## src/rtl/core/mrq_pkg.sv

```systemverilog
// Shared types, constants and helper functions for the multilevel ready queue.
`timescale 1ns / 1ps
package mrq_pkg;

	localparam logic [1:0] OP_INSERT = 2'd0;
	localparam logic [1:0] OP_PICK   = 2'd1;
	localparam logic [1:0] OP_AGE    = 2'd2;

	localparam logic [1:0] CFG_TICK_AMOUNT   = 2'd0;
	localparam logic [1:0] CFG_AGE_THRESHOLD = 2'd1;
	localparam logic [1:0] CFG_AGE_STEP      = 2'd2;

	localparam logic [15:0] TICK_RESET      = 16'd100;
	localparam logic [15:0] THRESHOLD_RESET = 16'd400;
	localparam logic [7:0]  STEP_RESET      = 8'd10;

	localparam logic [7:0] PRIO_CAP = 8'd149;
	localparam logic [7:0] L1_LOW   = 8'd100;
	localparam logic [7:0] L1_END   = 8'd150;
	localparam logic [7:0] L2_LOW   = 8'd50;

	localparam logic [1:0] LVL_NONE = 2'd0;
	localparam logic [1:0] LVL_ONE  = 2'd1;
	localparam logic [1:0] LVL_TWO  = 2'd2;
	localparam logic [1:0] LVL_THREE = 2'd3;

	typedef enum logic [2:0] {
		M_INS    = 3'd0,
		M_PICK   = 3'd1,
		M_AGE    = 3'd2,
		M_RANK_I = 3'd3,
		M_RANK_J = 3'd4,
		M_FETCH  = 3'd5
	} mode_t;

	typedef struct packed {
		logic  latch;
		logic  rd_en;
		mode_t mode;
		logic  ins_wr;
		logic  rank_wr;
		logic  respond;
	} cmd_t;

	typedef struct packed {
		logic l3_flag;
	} stat_t;

	function automatic logic [1:0] level_of(input logic [7:0] p);
		logic [1:0] l;
		if (p >= L1_LOW && p < L1_END) l = LVL_ONE;
		else if (p >= L2_LOW && p < L1_LOW) l = LVL_TWO;
		else l = LVL_THREE;
		return l;
	endfunction

	function automatic logic wants_yield(input logic [7:0] cpri, input logic [15:0] cburst,
		input logic [15:0] burst);
		return (cpri < L1_LOW) || (cburst > burst);
	endfunction

endpackage

```

## src/rtl/core/mrq_ctrl.sv

```systemverilog
// Sequencer for the ready queue: slot scans, rank passes and result timing.
`timescale 1ns / 1ps
module mrq_ctrl #(
	parameter int SLOTS = 16,
	parameter int IW = (SLOTS > 1) ? $clog2(SLOTS) : 1
) (
	input  logic                clk,
	input  logic                arst_n,
	input  logic                start,
	input  logic [1:0]          opcode,
	output logic                busy,
	output mrq_pkg::cmd_t       cmd,
	output logic [IW-1:0]       addr,
	input  mrq_pkg::stat_t      stat
);

	typedef enum logic [9:0] {
		S_IDLE   = 10'b0000000001,
		S_SCAN   = 10'b0000000010,
		S_DRAIN  = 10'b0000000100,
		S_INS_WR = 10'b0000001000,
		S_FETCH  = 10'b0000010000,
		S_RI     = 10'b0000100000,
		S_RJ     = 10'b0001000000,
		S_RDRAIN = 10'b0010000000,
		S_RW     = 10'b0100000000,
		S_RESP   = 10'b1000000000
	} state_t;

	localparam logic [IW-1:0] LAST = IW'(SLOTS - 1);

	state_t        state_q, state_d;
	logic [1:0]    op_q;
	logic [IW-1:0] i_q, j_q, i_d, j_d;

	assign busy = (state_q != S_IDLE);

	always_comb begin
		state_d = state_q;
		i_d = i_q;
		j_d = j_q;
		cmd = '0;
		cmd.mode = mrq_pkg::M_INS;
		addr = j_q;
		unique case (state_q)
			S_IDLE: begin
				if (start) begin
					cmd.latch = 1'b1;
					j_d = '0;
					if (opcode == mrq_pkg::OP_INSERT || opcode == mrq_pkg::OP_PICK ||
						opcode == mrq_pkg::OP_AGE) state_d = S_SCAN;
					else state_d = S_RESP;
				end
			end
			S_SCAN: begin
				cmd.rd_en = 1'b1;
				priority if (op_q == mrq_pkg::OP_INSERT) cmd.mode = mrq_pkg::M_INS;
				else if (op_q == mrq_pkg::OP_PICK) cmd.mode = mrq_pkg::M_PICK;
				else cmd.mode = mrq_pkg::M_AGE;
				if (j_q == LAST) state_d = S_DRAIN;
				else j_d = j_q + 1'b1;
			end
			S_DRAIN: begin
				i_d = '0;
				priority if (op_q == mrq_pkg::OP_INSERT) state_d = S_INS_WR;
				else if (op_q == mrq_pkg::OP_PICK) state_d = S_FETCH;
				else state_d = S_RI;
			end
			S_INS_WR: begin
				cmd.ins_wr = 1'b1;
				state_d = S_RESP;
			end
			S_FETCH: begin
				cmd.rd_en = 1'b1;
				cmd.mode = mrq_pkg::M_FETCH;
				state_d = S_RESP;
			end
			S_RI: begin
				addr = i_q;
				if (stat.l3_flag) begin
					cmd.rd_en = 1'b1;
					cmd.mode = mrq_pkg::M_RANK_I;
					j_d = '0;
					state_d = S_RJ;
				end else if (i_q == LAST) begin
					state_d = S_RESP;
				end else begin
					i_d = i_q + 1'b1;
				end
			end
			S_RJ: begin
				cmd.rd_en = 1'b1;
				cmd.mode = mrq_pkg::M_RANK_J;
				if (j_q == LAST) state_d = S_RDRAIN;
				else j_d = j_q + 1'b1;
			end
			S_RDRAIN: state_d = S_RW;
			S_RW: begin
				cmd.rank_wr = 1'b1;
				if (i_q == LAST) state_d = S_RESP;
				else begin
					i_d = i_q + 1'b1;
					state_d = S_RI;
				end
			end
			S_RESP: begin
				cmd.respond = 1'b1;
				state_d = S_IDLE;
			end
			default: state_d = S_IDLE;
		endcase
	end

	always_ff @(posedge clk or negedge arst_n) begin
		if (!arst_n) begin
			state_q <= S_IDLE;
			op_q <= mrq_pkg::OP_INSERT;
			i_q <= '0;
			j_q <= '0;
		end else begin
			state_q <= state_d;
			i_q <= i_d;
			j_q <= j_d;
			if (cmd.latch) op_q <= opcode;
		end
	end

endmodule

```

## src/rtl/core/mrq_dp.sv

```systemverilog
// Slot storage, scan compare logic, aging arithmetic and result registers.
`timescale 1ns / 1ps
module mrq_dp #(
	parameter int SLOTS = 16,
	parameter int IW = (SLOTS > 1) ? $clog2(SLOTS) : 1,
	parameter int CW = $clog2(SLOTS + 1)
) (
	input  logic           clk,
	input  logic           arst_n,
	input  mrq_pkg::cmd_t  cmd,
	input  logic [IW-1:0]  addr,
	output mrq_pkg::stat_t stat,
	input  logic           cfg_valid,
	input  logic [1:0]     cfg_index,
	input  logic [15:0]    cfg_data,
	input  logic [1:0]     opcode,
	input  logic [7:0]     thread_id,
	input  logic [7:0]     thread_priority,
	input  logic [15:0]    thread_burst,
	input  logic [15:0]    thread_wait,
	input  logic [7:0]     current_priority,
	input  logic [15:0]    current_burst,
	output logic           done,
	output logic           yield_request,
	output logic           found,
	output logic [7:0]     out_thread_id,
	output logic [7:0]     out_priority,
	output logic [15:0]    out_burst,
	output logic [15:0]    out_wait,
	output logic [1:0]     out_level,
	output logic           table_full
);

	// configuration
	logic [15:0] tick_q, thr_q;
	logic [7:0]  step_q;

	// latched command
	logic [1:0]  op_q;
	logic [7:0]  tid_q, tpri_q, cpri_q;
	logic [15:0] tburst_q, twait_q, cburst_q;

	// slot storage
	logic [7:0]  id_mem [SLOTS];
	logic [7:0]  pri_mem [SLOTS];
	logic [15:0] burst_mem [SLOTS];
	logic [15:0] wait_mem [SLOTS];
	logic [15:0] arr_mem [SLOTS];
	logic [15:0] age_mem [SLOTS];
	logic [7:0]  rd_id, rd_pri;
	logic [15:0] rd_burst, rd_wait, rd_arr, rd_age;

	logic [SLOTS-1:0] valid_q, l3_q;
	logic [15:0]      counter_q;

	logic            proc_s1;
	mrq_pkg::mode_t  mode_s1;
	logic [IW-1:0]   addr_s1;
	logic [IW-1:0]   rd_addr;

	// scan results
	logic          dup_q, free_found_q;
	logic [IW-1:0] free_idx_q;
	logic          h1_q, h2_q, h3_q;
	logic [IW-1:0] b1_idx_q, b2_idx_q, b3_idx_q;
	logic [15:0]   b1_burst_q, b3_age_q;
	logic [7:0]    b1_id_q, b2_id_q;
	logic          yacc_q;
	logic [CW-1:0] cnt_q, rank_q;
	logic [IW-1:0] ri_idx_q;
	logic [15:0]   ri_age_q;

	// combinational helpers
	logic          cur_valid;
	logic [1:0]    cur_lvl, new_lvl;
	logic [16:0]   wsum;
	logic [15:0]   wsat;
	logic [8:0]    psum;
	logic [7:0]    np;
	logic          aged;
	logic [15:0]   pick_age;
	logic [IW-1:0] best_idx;
	logic [1:0]    best_lvl;
	logic          do_ins;
	logic          pick_hit;

	assign stat.l3_flag = l3_q[addr];
	assign cur_valid = valid_q[addr_s1];
	assign cur_lvl = mrq_pkg::level_of(rd_pri);
	assign wsum = {1'b0, rd_wait} + {1'b0, tick_q};
	assign wsat = wsum[16] ? 16'hFFFF : wsum[15:0];
	assign psum = {1'b0, rd_pri} + {1'b0, step_q};
	assign np = (psum > {1'b0, mrq_pkg::PRIO_CAP}) ? mrq_pkg::PRIO_CAP : psum[7:0];
	assign new_lvl = mrq_pkg::level_of(np);
	assign aged = (wsat > thr_q) && (rd_id != 8'd0);
	assign pick_age = counter_q - rd_arr;
	assign do_ins = !dup_q && free_found_q;
	assign pick_hit = (op_q == mrq_pkg::OP_PICK) && (best_lvl != mrq_pkg::LVL_NONE);

	always_comb begin
		priority if (h1_q) begin
			best_idx = b1_idx_q;
			best_lvl = mrq_pkg::LVL_ONE;
		end else if (h2_q) begin
			best_idx = b2_idx_q;
			best_lvl = mrq_pkg::LVL_TWO;
		end else if (h3_q) begin
			best_idx = b3_idx_q;
			best_lvl = mrq_pkg::LVL_THREE;
		end else begin
			best_idx = '0;
			best_lvl = mrq_pkg::LVL_NONE;
		end
	end

	assign rd_addr = (cmd.mode == mrq_pkg::M_FETCH) ? best_idx : addr;

	// registered-read memories
	always_ff @(posedge clk) begin
		if (cmd.rd_en) begin
			rd_id <= id_mem[rd_addr];
			rd_pri <= pri_mem[rd_addr];
			rd_burst <= burst_mem[rd_addr];
			rd_wait <= wait_mem[rd_addr];
			rd_arr <= arr_mem[rd_addr];
			rd_age <= age_mem[rd_addr];
		end
		if (cmd.ins_wr && do_ins) begin
			id_mem[free_idx_q] <= tid_q;
			burst_mem[free_idx_q] <= tburst_q;
		end
		if (cmd.ins_wr && do_ins) begin
			pri_mem[free_idx_q] <= tpri_q;
			wait_mem[free_idx_q] <= twait_q;
		end else if (proc_s1 && mode_s1 == mrq_pkg::M_AGE && cur_valid) begin
			pri_mem[addr_s1] <= aged ? np : rd_pri;
			wait_mem[addr_s1] <= aged ? 16'd0 : wsat;
		end
		if (cmd.ins_wr && do_ins) arr_mem[free_idx_q] <= counter_q;
		else if (cmd.rank_wr) arr_mem[ri_idx_q] <= counter_q + 16'(rank_q);
		if (proc_s1 && mode_s1 == mrq_pkg::M_AGE) age_mem[addr_s1] <= counter_q - rd_arr;
	end

	// latched inputs and scan accumulators
	always_ff @(posedge clk) begin
		if (cmd.latch) begin
			op_q <= opcode;
			tid_q <= thread_id;
			tpri_q <= thread_priority;
			tburst_q <= thread_burst;
			twait_q <= thread_wait;
			cpri_q <= current_priority;
			cburst_q <= current_burst;
			dup_q <= 1'b0;
			free_found_q <= 1'b0;
			free_idx_q <= '0;
			h1_q <= 1'b0;
			h2_q <= 1'b0;
			h3_q <= 1'b0;
			yacc_q <= 1'b0;
			cnt_q <= '0;
		end else if (proc_s1) begin
			unique case (mode_s1)
				mrq_pkg::M_INS: begin
					if (cur_valid && rd_id == tid_q) dup_q <= 1'b1;
					if (!cur_valid && !free_found_q) begin
						free_found_q <= 1'b1;
						free_idx_q <= addr_s1;
					end
				end
				mrq_pkg::M_PICK: begin
					if (cur_valid) begin
						unique case (cur_lvl)
							mrq_pkg::LVL_ONE: begin
								if (!h1_q || rd_burst < b1_burst_q ||
									(rd_burst == b1_burst_q && rd_id < b1_id_q)) begin
									h1_q <= 1'b1;
									b1_idx_q <= addr_s1;
									b1_burst_q <= rd_burst;
									b1_id_q <= rd_id;
								end
							end
							mrq_pkg::LVL_TWO: begin
								if (!h2_q || rd_id < b2_id_q) begin
									h2_q <= 1'b1;
									b2_idx_q <= addr_s1;
									b2_id_q <= rd_id;
								end
							end
							default: begin
								if (!h3_q || pick_age > b3_age_q) begin
									h3_q <= 1'b1;
									b3_idx_q <= addr_s1;
									b3_age_q <= pick_age;
								end
							end
						endcase
					end
				end
				mrq_pkg::M_AGE: begin
					if (cur_valid && aged && cur_lvl != mrq_pkg::LVL_ONE) begin
						if (new_lvl == mrq_pkg::LVL_ONE &&
							mrq_pkg::wants_yield(cpri_q, cburst_q, rd_burst)) yacc_q <= 1'b1;
						if (new_lvl == mrq_pkg::LVL_THREE) cnt_q <= cnt_q + 1'b1;
					end
				end
				mrq_pkg::M_RANK_I: begin
					ri_idx_q <= addr_s1;
					ri_age_q <= rd_age;
					rank_q <= '0;
				end
				mrq_pkg::M_RANK_J: begin
					// count refiled entries that were older, or as old and earlier
					if (l3_q[addr_s1] && addr_s1 != ri_idx_q &&
						(rd_age > ri_age_q || (rd_age == ri_age_q && addr_s1 < ri_idx_q)))
						rank_q <= rank_q + 1'b1;
				end
				default: ;
			endcase
		end
	end

	always_ff @(posedge clk) begin
		proc_s1 <= cmd.rd_en;
		mode_s1 <= cmd.mode;
		addr_s1 <= rd_addr;
		if (proc_s1 && mode_s1 == mrq_pkg::M_AGE)
			l3_q[addr_s1] <= cur_valid && aged && cur_lvl != mrq_pkg::LVL_ONE &&
				new_lvl == mrq_pkg::LVL_THREE;
	end

	// result registers
	always_ff @(posedge clk) begin
		if (cmd.respond) begin
			priority if (op_q == mrq_pkg::OP_INSERT)
				yield_request <= (mrq_pkg::level_of(tpri_q) == mrq_pkg::LVL_ONE) &&
					mrq_pkg::wants_yield(cpri_q, cburst_q, tburst_q);
			else if (op_q == mrq_pkg::OP_AGE) yield_request <= yacc_q;
			else yield_request <= 1'b0;
			table_full <= (op_q == mrq_pkg::OP_INSERT) && !dup_q && !free_found_q;
			found <= pick_hit;
			out_thread_id <= pick_hit ? rd_id : 8'd0;
			out_priority <= pick_hit ? rd_pri : 8'd0;
			out_burst <= pick_hit ? rd_burst : 16'd0;
			out_wait <= pick_hit ? rd_wait : 16'd0;
			out_level <= pick_hit ? best_lvl : mrq_pkg::LVL_NONE;
		end
	end

	// control state
	always_ff @(posedge clk or negedge arst_n) begin
		if (!arst_n) begin
			valid_q <= '0;
			counter_q <= '0;
			done <= 1'b0;
			tick_q <= mrq_pkg::TICK_RESET;
			thr_q <= mrq_pkg::THRESHOLD_RESET;
			step_q <= mrq_pkg::STEP_RESET;
		end else begin
			done <= cmd.respond;
			if (cfg_valid) begin
				unique case (cfg_index)
					mrq_pkg::CFG_TICK_AMOUNT:   tick_q <= cfg_data;
					mrq_pkg::CFG_AGE_THRESHOLD: thr_q <= cfg_data;
					mrq_pkg::CFG_AGE_STEP:      step_q <= cfg_data[7:0];
					default: ;
				endcase
			end
			if (cmd.ins_wr && do_ins) begin
				valid_q[free_idx_q] <= 1'b1;
				counter_q <= counter_q + 16'd1;
			end
			if (cmd.respond && pick_hit)
				valid_q[best_idx] <= 1'b0;
			if (cmd.respond && op_q == mrq_pkg::OP_AGE) counter_q <= counter_q + 16'(cnt_q);
		end
	end

endmodule

```

## src/rtl/core/multilevel_ready_queue_with_aging_top.sv

```systemverilog
// Multilevel ready queue with aging: top level.
`timescale 1ns / 1ps
// Accepts one command when start is high and busy is low; its single result appears on the
// result ports for one cycle with done high, and the receiver cannot stall it. Every insert,
// pick and aging command walks all SLOTS entries through one registered-read port of the slot
// memories. An aging tick follows the walk with a refile check over all SLOTS entries, and
// each entry that drops back into the lowest level adds an ordering pass over all entries.
// Configuration writes are always taken (cfg_ready is high) and must come while idle.
module multilevel_ready_queue_with_aging_top #(
	parameter int SLOTS = 16
) (
	input  logic        clk,
	input  logic        arst_n,
	input  logic        start,
	output logic        busy,
	input  logic [1:0]  opcode,
	input  logic [7:0]  thread_id,
	input  logic [7:0]  thread_priority,
	input  logic [15:0] thread_burst,
	input  logic [15:0] thread_wait,
	input  logic [7:0]  current_priority,
	input  logic [15:0] current_burst,
	input  logic        cfg_valid,
	output logic        cfg_ready,
	input  logic [1:0]  cfg_index,
	input  logic [15:0] cfg_data,
	output logic        done,
	output logic        yield_request,
	output logic        found,
	output logic [7:0]  out_thread_id,
	output logic [7:0]  out_priority,
	output logic [15:0] out_burst,
	output logic [15:0] out_wait,
	output logic [1:0]  out_level,
	output logic        table_full
);

	localparam int IW = (SLOTS > 1) ? $clog2(SLOTS) : 1;

	mrq_pkg::cmd_t  cmd;
	mrq_pkg::stat_t stat;
	logic [IW-1:0]  addr;

	assign cfg_ready = 1'b1;

	mrq_ctrl #(.SLOTS(SLOTS)) u_ctrl (
		.clk    (clk),
		.arst_n (arst_n),
		.start  (start),
		.opcode (opcode),
		.busy   (busy),
		.cmd    (cmd),
		.addr   (addr),
		.stat   (stat)
	);

	mrq_dp #(.SLOTS(SLOTS)) u_dp (
		.clk              (clk),
		.arst_n           (arst_n),
		.cmd              (cmd),
		.addr             (addr),
		.stat             (stat),
		.cfg_valid        (cfg_valid),
		.cfg_index        (cfg_index),
		.cfg_data         (cfg_data),
		.opcode           (opcode),
		.thread_id        (thread_id),
		.thread_priority  (thread_priority),
		.thread_burst     (thread_burst),
		.thread_wait      (thread_wait),
		.current_priority (current_priority),
		.current_burst    (current_burst),
		.done             (done),
		.yield_request    (yield_request),
		.found            (found),
		.out_thread_id    (out_thread_id),
		.out_priority     (out_priority),
		.out_burst        (out_burst),
		.out_wait         (out_wait),
		.out_level        (out_level),
		.table_full       (table_full)
	);

endmodule

```

## config.mk

```make
export PLATFORM = sky130hd
export DESIGN_NAME = multilevel_ready_queue_with_aging_top
export DESIGN_NICKNAME = d
export VERILOG_FILES = /design/src/rtl/core/mrq_pkg.sv /design/src/rtl/core/mrq_ctrl.sv /design/src/rtl/core/mrq_dp.sv /design/src/rtl/core/multilevel_ready_queue_with_aging_top.sv
export SDC_FILE = /design/constraint.sdc
export NUM_CORES = 2
export LEC_CHECK = 0
export BUFFER_PORTS_ARGS = -buffer_cell sky130_fd_sc_hd__clkbuf_2
export CAP_MARGIN = 30
export CORE_MARGIN = 3
export CORE_UTILIZATION = 63
export DETAILED_ROUTE_END_ITERATION = 8
export PLACE_DENSITY = 0.8
export SYNTH_ARGS = -nofsm -noshare
export SYNTH_HDL_FRONTEND = slang
export SYNTH_SLANG_ARGS = --single-unit
export TNS_END_PERCENT = 100
```

## constraint.sdc

```tcl
create_clock -name clk -period 7.95 [get_ports clk]
set_input_delay 0.3975 -clock clk [delete_from_list [all_inputs] [get_ports clk]]
set_output_delay 0.3975 -clock clk [all_outputs]
set_load 0.03 [all_outputs]
```

==> impl_metrics.csv <==
group,metric,value,unit
run_status,status,"complete, no violations",
sta,finalCriticalPeriod,6.59,ns
drt,drt-pass1-iter-count,6,
sta,post-route-period-util,82.9,%
logic_synthesis,synth_area,0.0731,mm^2
final_layout,areaGrowthSynthToFinish,13.2,%
sta,hold_viol_final,0,
logic_synthesis,yosysWarningCount,0,
clock_tree,cts_tree,"done",
logic_synthesis,synth_commonest_cells,"1586 x edfxtp_1, 1219 x mux2i_1, 167 x ha_1, 161 x inv_1, 153 x nor2_1",
critical_path,worstSetupPathType,"reg2reg",
sta,slew_viol_final,0,
die,die_h,347,um
critical_path,crit_fanout,16,
job,cap_viol_max_count,0,
critical_path,critPathRequiredTime,8.44,ns
power_and_ir_drop,p_clk_share,29.2,%
critical_path,reg2reg_to,"u_dp.wait_mem[9][8]$_DFFE_PP_",
power_and_ir_drop,power.internal,0.0179,W
clock_tree,cts_buffers,165,
sta,relSlewSlack,14.4,%
sta,setup_viol,0,
min_path,whs_endpoint,"u_ctrl.j_q[1]$_DFFE_PN0P_",
logic_synthesis,synth-edff-count,1586,
sta,rsz0062_at_grt,"false",
drt,vias,40700,
grt,grt_pass1_wl,251000,um
critical_path,r2r_setup_slack,1.36,ns
drt,drtIter0Drc,4147,
sta,fmax,152,MHz
min_path,hold_start,"start",
grt,grt_max_degree,146,
logic_synthesis,postSynthCellCount,4497,
logic_synthesis,synthArstFlopShare,5.46,%
grt,grt_pass1_vias,41100,
grt,grt.total_usage,27.8,%
logic_synthesis,ys_seq_elements,1702,
power_and_ir_drop,ir_worst_vdd,456,uV
power_and_ir_drop,power_density,311,mW/mm^2
logic_synthesis,postSynthAreaPerCell,16.3,um^2
place,gp_congestion,0.916,
logic_synthesis,synth_top_area_share,65.1,%
power_and_ir_drop,sw_frac_of_total,30.7,%
logic_synthesis,yosysSeqAreaShare,68.9,%
critical_path,arrival,7.08,ns
clock_tree,cts_root_buffer,"clkbuf_16",
place,io_buffers,148,
power_and_ir_drop,power_switching,0.00791,W
drt,drc,0,
final_layout,layout-drive-gt1-share,14.1,%
sta,tns,0,ns
power_and_ir_drop,seq_power_share,42.8,%
min_path,hp-class,"in2reg",
logic_synthesis,syn_nets,4765,
logic_synthesis,synth.most_common_cell,"edfxtp_1",
drt,drt_wl_total,169000,um
die,die_w,347,um
logic_synthesis,yosysTopAreaCell,"edfxtp_1",
die,start_util,63.7,%
die,ioPinCount,152,
clock_tree,cts_resized,0,
critical_path,worst-r2r-cell-count,19,
clock_tree,clkLatencyLatePin,0.77,ns
sta,skew,0.0409,ns
logic_synthesis,yosys-top-cells-area,"edfxtp_1 65%, mux2i_1 17%, dfrtp_1 2.9%, ha_1 2.9%, inv_1 0.83%",
power_and_ir_drop,combPwrFrac,28.0,%
die,die_area,0.120,mm^2
drt,vias_per_cell,6.25,
die,design.core.area,0.115,mm^2
sta,hold_ws,0.0547,ns
final_layout,nFillCells,7022,
critical_path,timing.rr.start,"u_dp.rd_wait[0]$_DFFE_PP_",
logic_synthesis,yosysUniqueCellTypes,83,
place,hpwlAfterDp,99200,um
drt,wire_per_inst,25.9,um
clock_tree,htreeDepth,4,
clock_tree,clock-sinks,1702,
drt,antenna_left,0,
power_and_ir_drop,cellLeakagePower,31.5,nW
sta,tightest_slew,1.28,ns
grt,antenna_found_initial,4,
min_path,min_path_cells,3,
grt,grt_overflow_total,0,
die,std_cell_rows,124,
clock_tree,path_clk_slew,0.06,ns
critical_path,endpoint_kind,"flip-flop",
final_layout,nets,5139,
critical_path,worst_setup_path_start_kind,"flip-flop",
clock_tree,clock_path_buffers,3,
logic_synthesis,synth_flop_cell,"edfxtp_1",
## layout make-up
type / count / area (um^2) / share of cell area, %
Antenna cell: 3 / 7.51 / 0.00906
Sequential cell: 1702 / 50400 / 60.9
Clock buffer: 208 / 4390 / 5.31
Tap cell: 1512 / 1890 / 2.28
Timing Repair Buffer: 393 / 3130 / 3.78
Clock inverter: 93 / 816 / 0.985
Inverter: 162 / 608 / 0.734
Multi-Input combinational cell: 2447 / 21500 / 26.0
## per-stage QoR
stage / utilization (%) / power (W) / instances / instance area (um^2) / setup WS [ns]
after detailed placement: 66.7 / 0.0183 / 6120 / 76600 / 1.24
after global placement: 66.4 / 0.0180 / 6093 / 76200 / 1.23
final: 72.1 / 0.0258 / 6520 / 82800 / 1.36
after floorplan: - / 0.0166 / 4497 / 73100 / 1.80
after global routing: 72.1 / 0.0267 / 6518 / 82800 / 0.931
after CTS: 72.0 / 0.0258 / 6509 / 82700 / 1.21
## sequential cells by signal, indices dropped and copies added, names as in the netlist, 128 cells and up
name / count
u_dp.age_mem: 256
u_dp.arr_mem: 256
u_dp.burst_mem: 256
u_dp.wait_mem: 256
u_dp.id_mem: 128
u_dp.pri_mem: 128
## critical path, cell delays in order (launching register included)
cell and delay (ns):
edfxtp_1 0.41, ha_1 0.28, fa_1 0.48, a211oi_1 0.34, o21ai_0 0.22, a31oi_1 0.32
a21oi_1 0.17, nor2b_1 0.16, o22a_1 0.34, or4_1 0.67, ha_1 0.33, nand2_1 0.08
nor4_1 0.46, a22oi_1 0.19, nand3_1 0.13, a31oi_1 0.06, or2_2 0.45, nor2_1 0.41
buf_4 0.30, a22o_1 0.51
## layer usage
layer	GRT usage (%)	vias up	share of wire, %
li1	-	18000	-
met1	36.3	20400	39
met2	46.6	1860	49
met3	5.44	417	8.3
met4	10.5	0	3.5
met5	0	-	0
## what timing repair did
| action | 4_1_cts | 5_1_grt |
|---|---|---|
| hold buffers | 88 | 0 |
| hold endpoints to repair | 155 | 0 |
| buffers inserted | 0 | 0 |
## power groups by stage
stage          combinational [W]  sequential, W  clock, W
6_report                 0.00720         0.0110   0.00754
5_1_grt                  0.00770         0.0111   0.00797
4_1_cts                  0.00717         0.0110   0.00758
3_5_place_dp             0.00707         0.0112         0
3_3_place_gp             0.00687         0.0112         0
2_1_floorplan            0.00553         0.0111         0
## how the worst max path moves through the flow
stage | to | start | slack [ns] | depth (start not counted)
after floorplan | u_dp.rd_age[0]$_DFFE_PP_ | u_ctrl.state_q[7]$_DFFE_PN0P_ | 1.80 | 9
after global placement | u_dp.pri_mem[15][5]$_DFFE_PP_ | u_dp.rd_wait[0]$_DFFE_PP_ | 1.23 | 18
after detailed placement | u_dp.pri_mem[12][6]$_DFFE_PP_ | u_dp.rd_wait[0]$_DFFE_PP_ | 1.24 | 18
after CTS | u_dp.pri_mem[12][6]$_DFFE_PP_ | u_dp.rd_wait[0]$_DFFE_PP_ | 1.21 | 18
after global routing | u_dp.wait_mem[11][8]$_DFFE_PP_ | u_dp.rd_wait[0]$_DFFE_PP_ | 0.93 | 19
final | u_dp.wait_mem[9][8]$_DFFE_PP_ | u_dp.rd_wait[0]$_DFFE_PP_ | 1.36 | 19
## cell families after synthesis
kind of cell    share of synthesized area (%)
other cells                           0.00513
mux                                      17.7
fa+ha+maj                                2.99
compound gates                           3.19
flops                                    68.9
buf+inv                                  2.25
simple gates                             4.12
xor+xnor                                0.814
## cell usage in the layout, fill, tap and decap left out, types with 43 or more instances in the layout
| master | count |
|---|---|
| buf_4 | 131 |
| ha_1 | 167 |
| edfxtp_1 | 1586 |
| clkbuf_16 | 168 |
| nor3_1 | 55 |
| nor2_1 | 100 |
| inv_1 | 160 |
| o21ai_0 | 53 |
| nand2_1 | 121 |
| dlygate4sd3_1 | 88 |
| dfrtp_1 | 84 |
| a21o_1 | 49 |
| clkbuf_2 | 147 |
| a21oi_1 | 73 |
| mux2i_1 | 1218 |
| and2_1 | 43 |
Power figures use the tool's default switching activity.
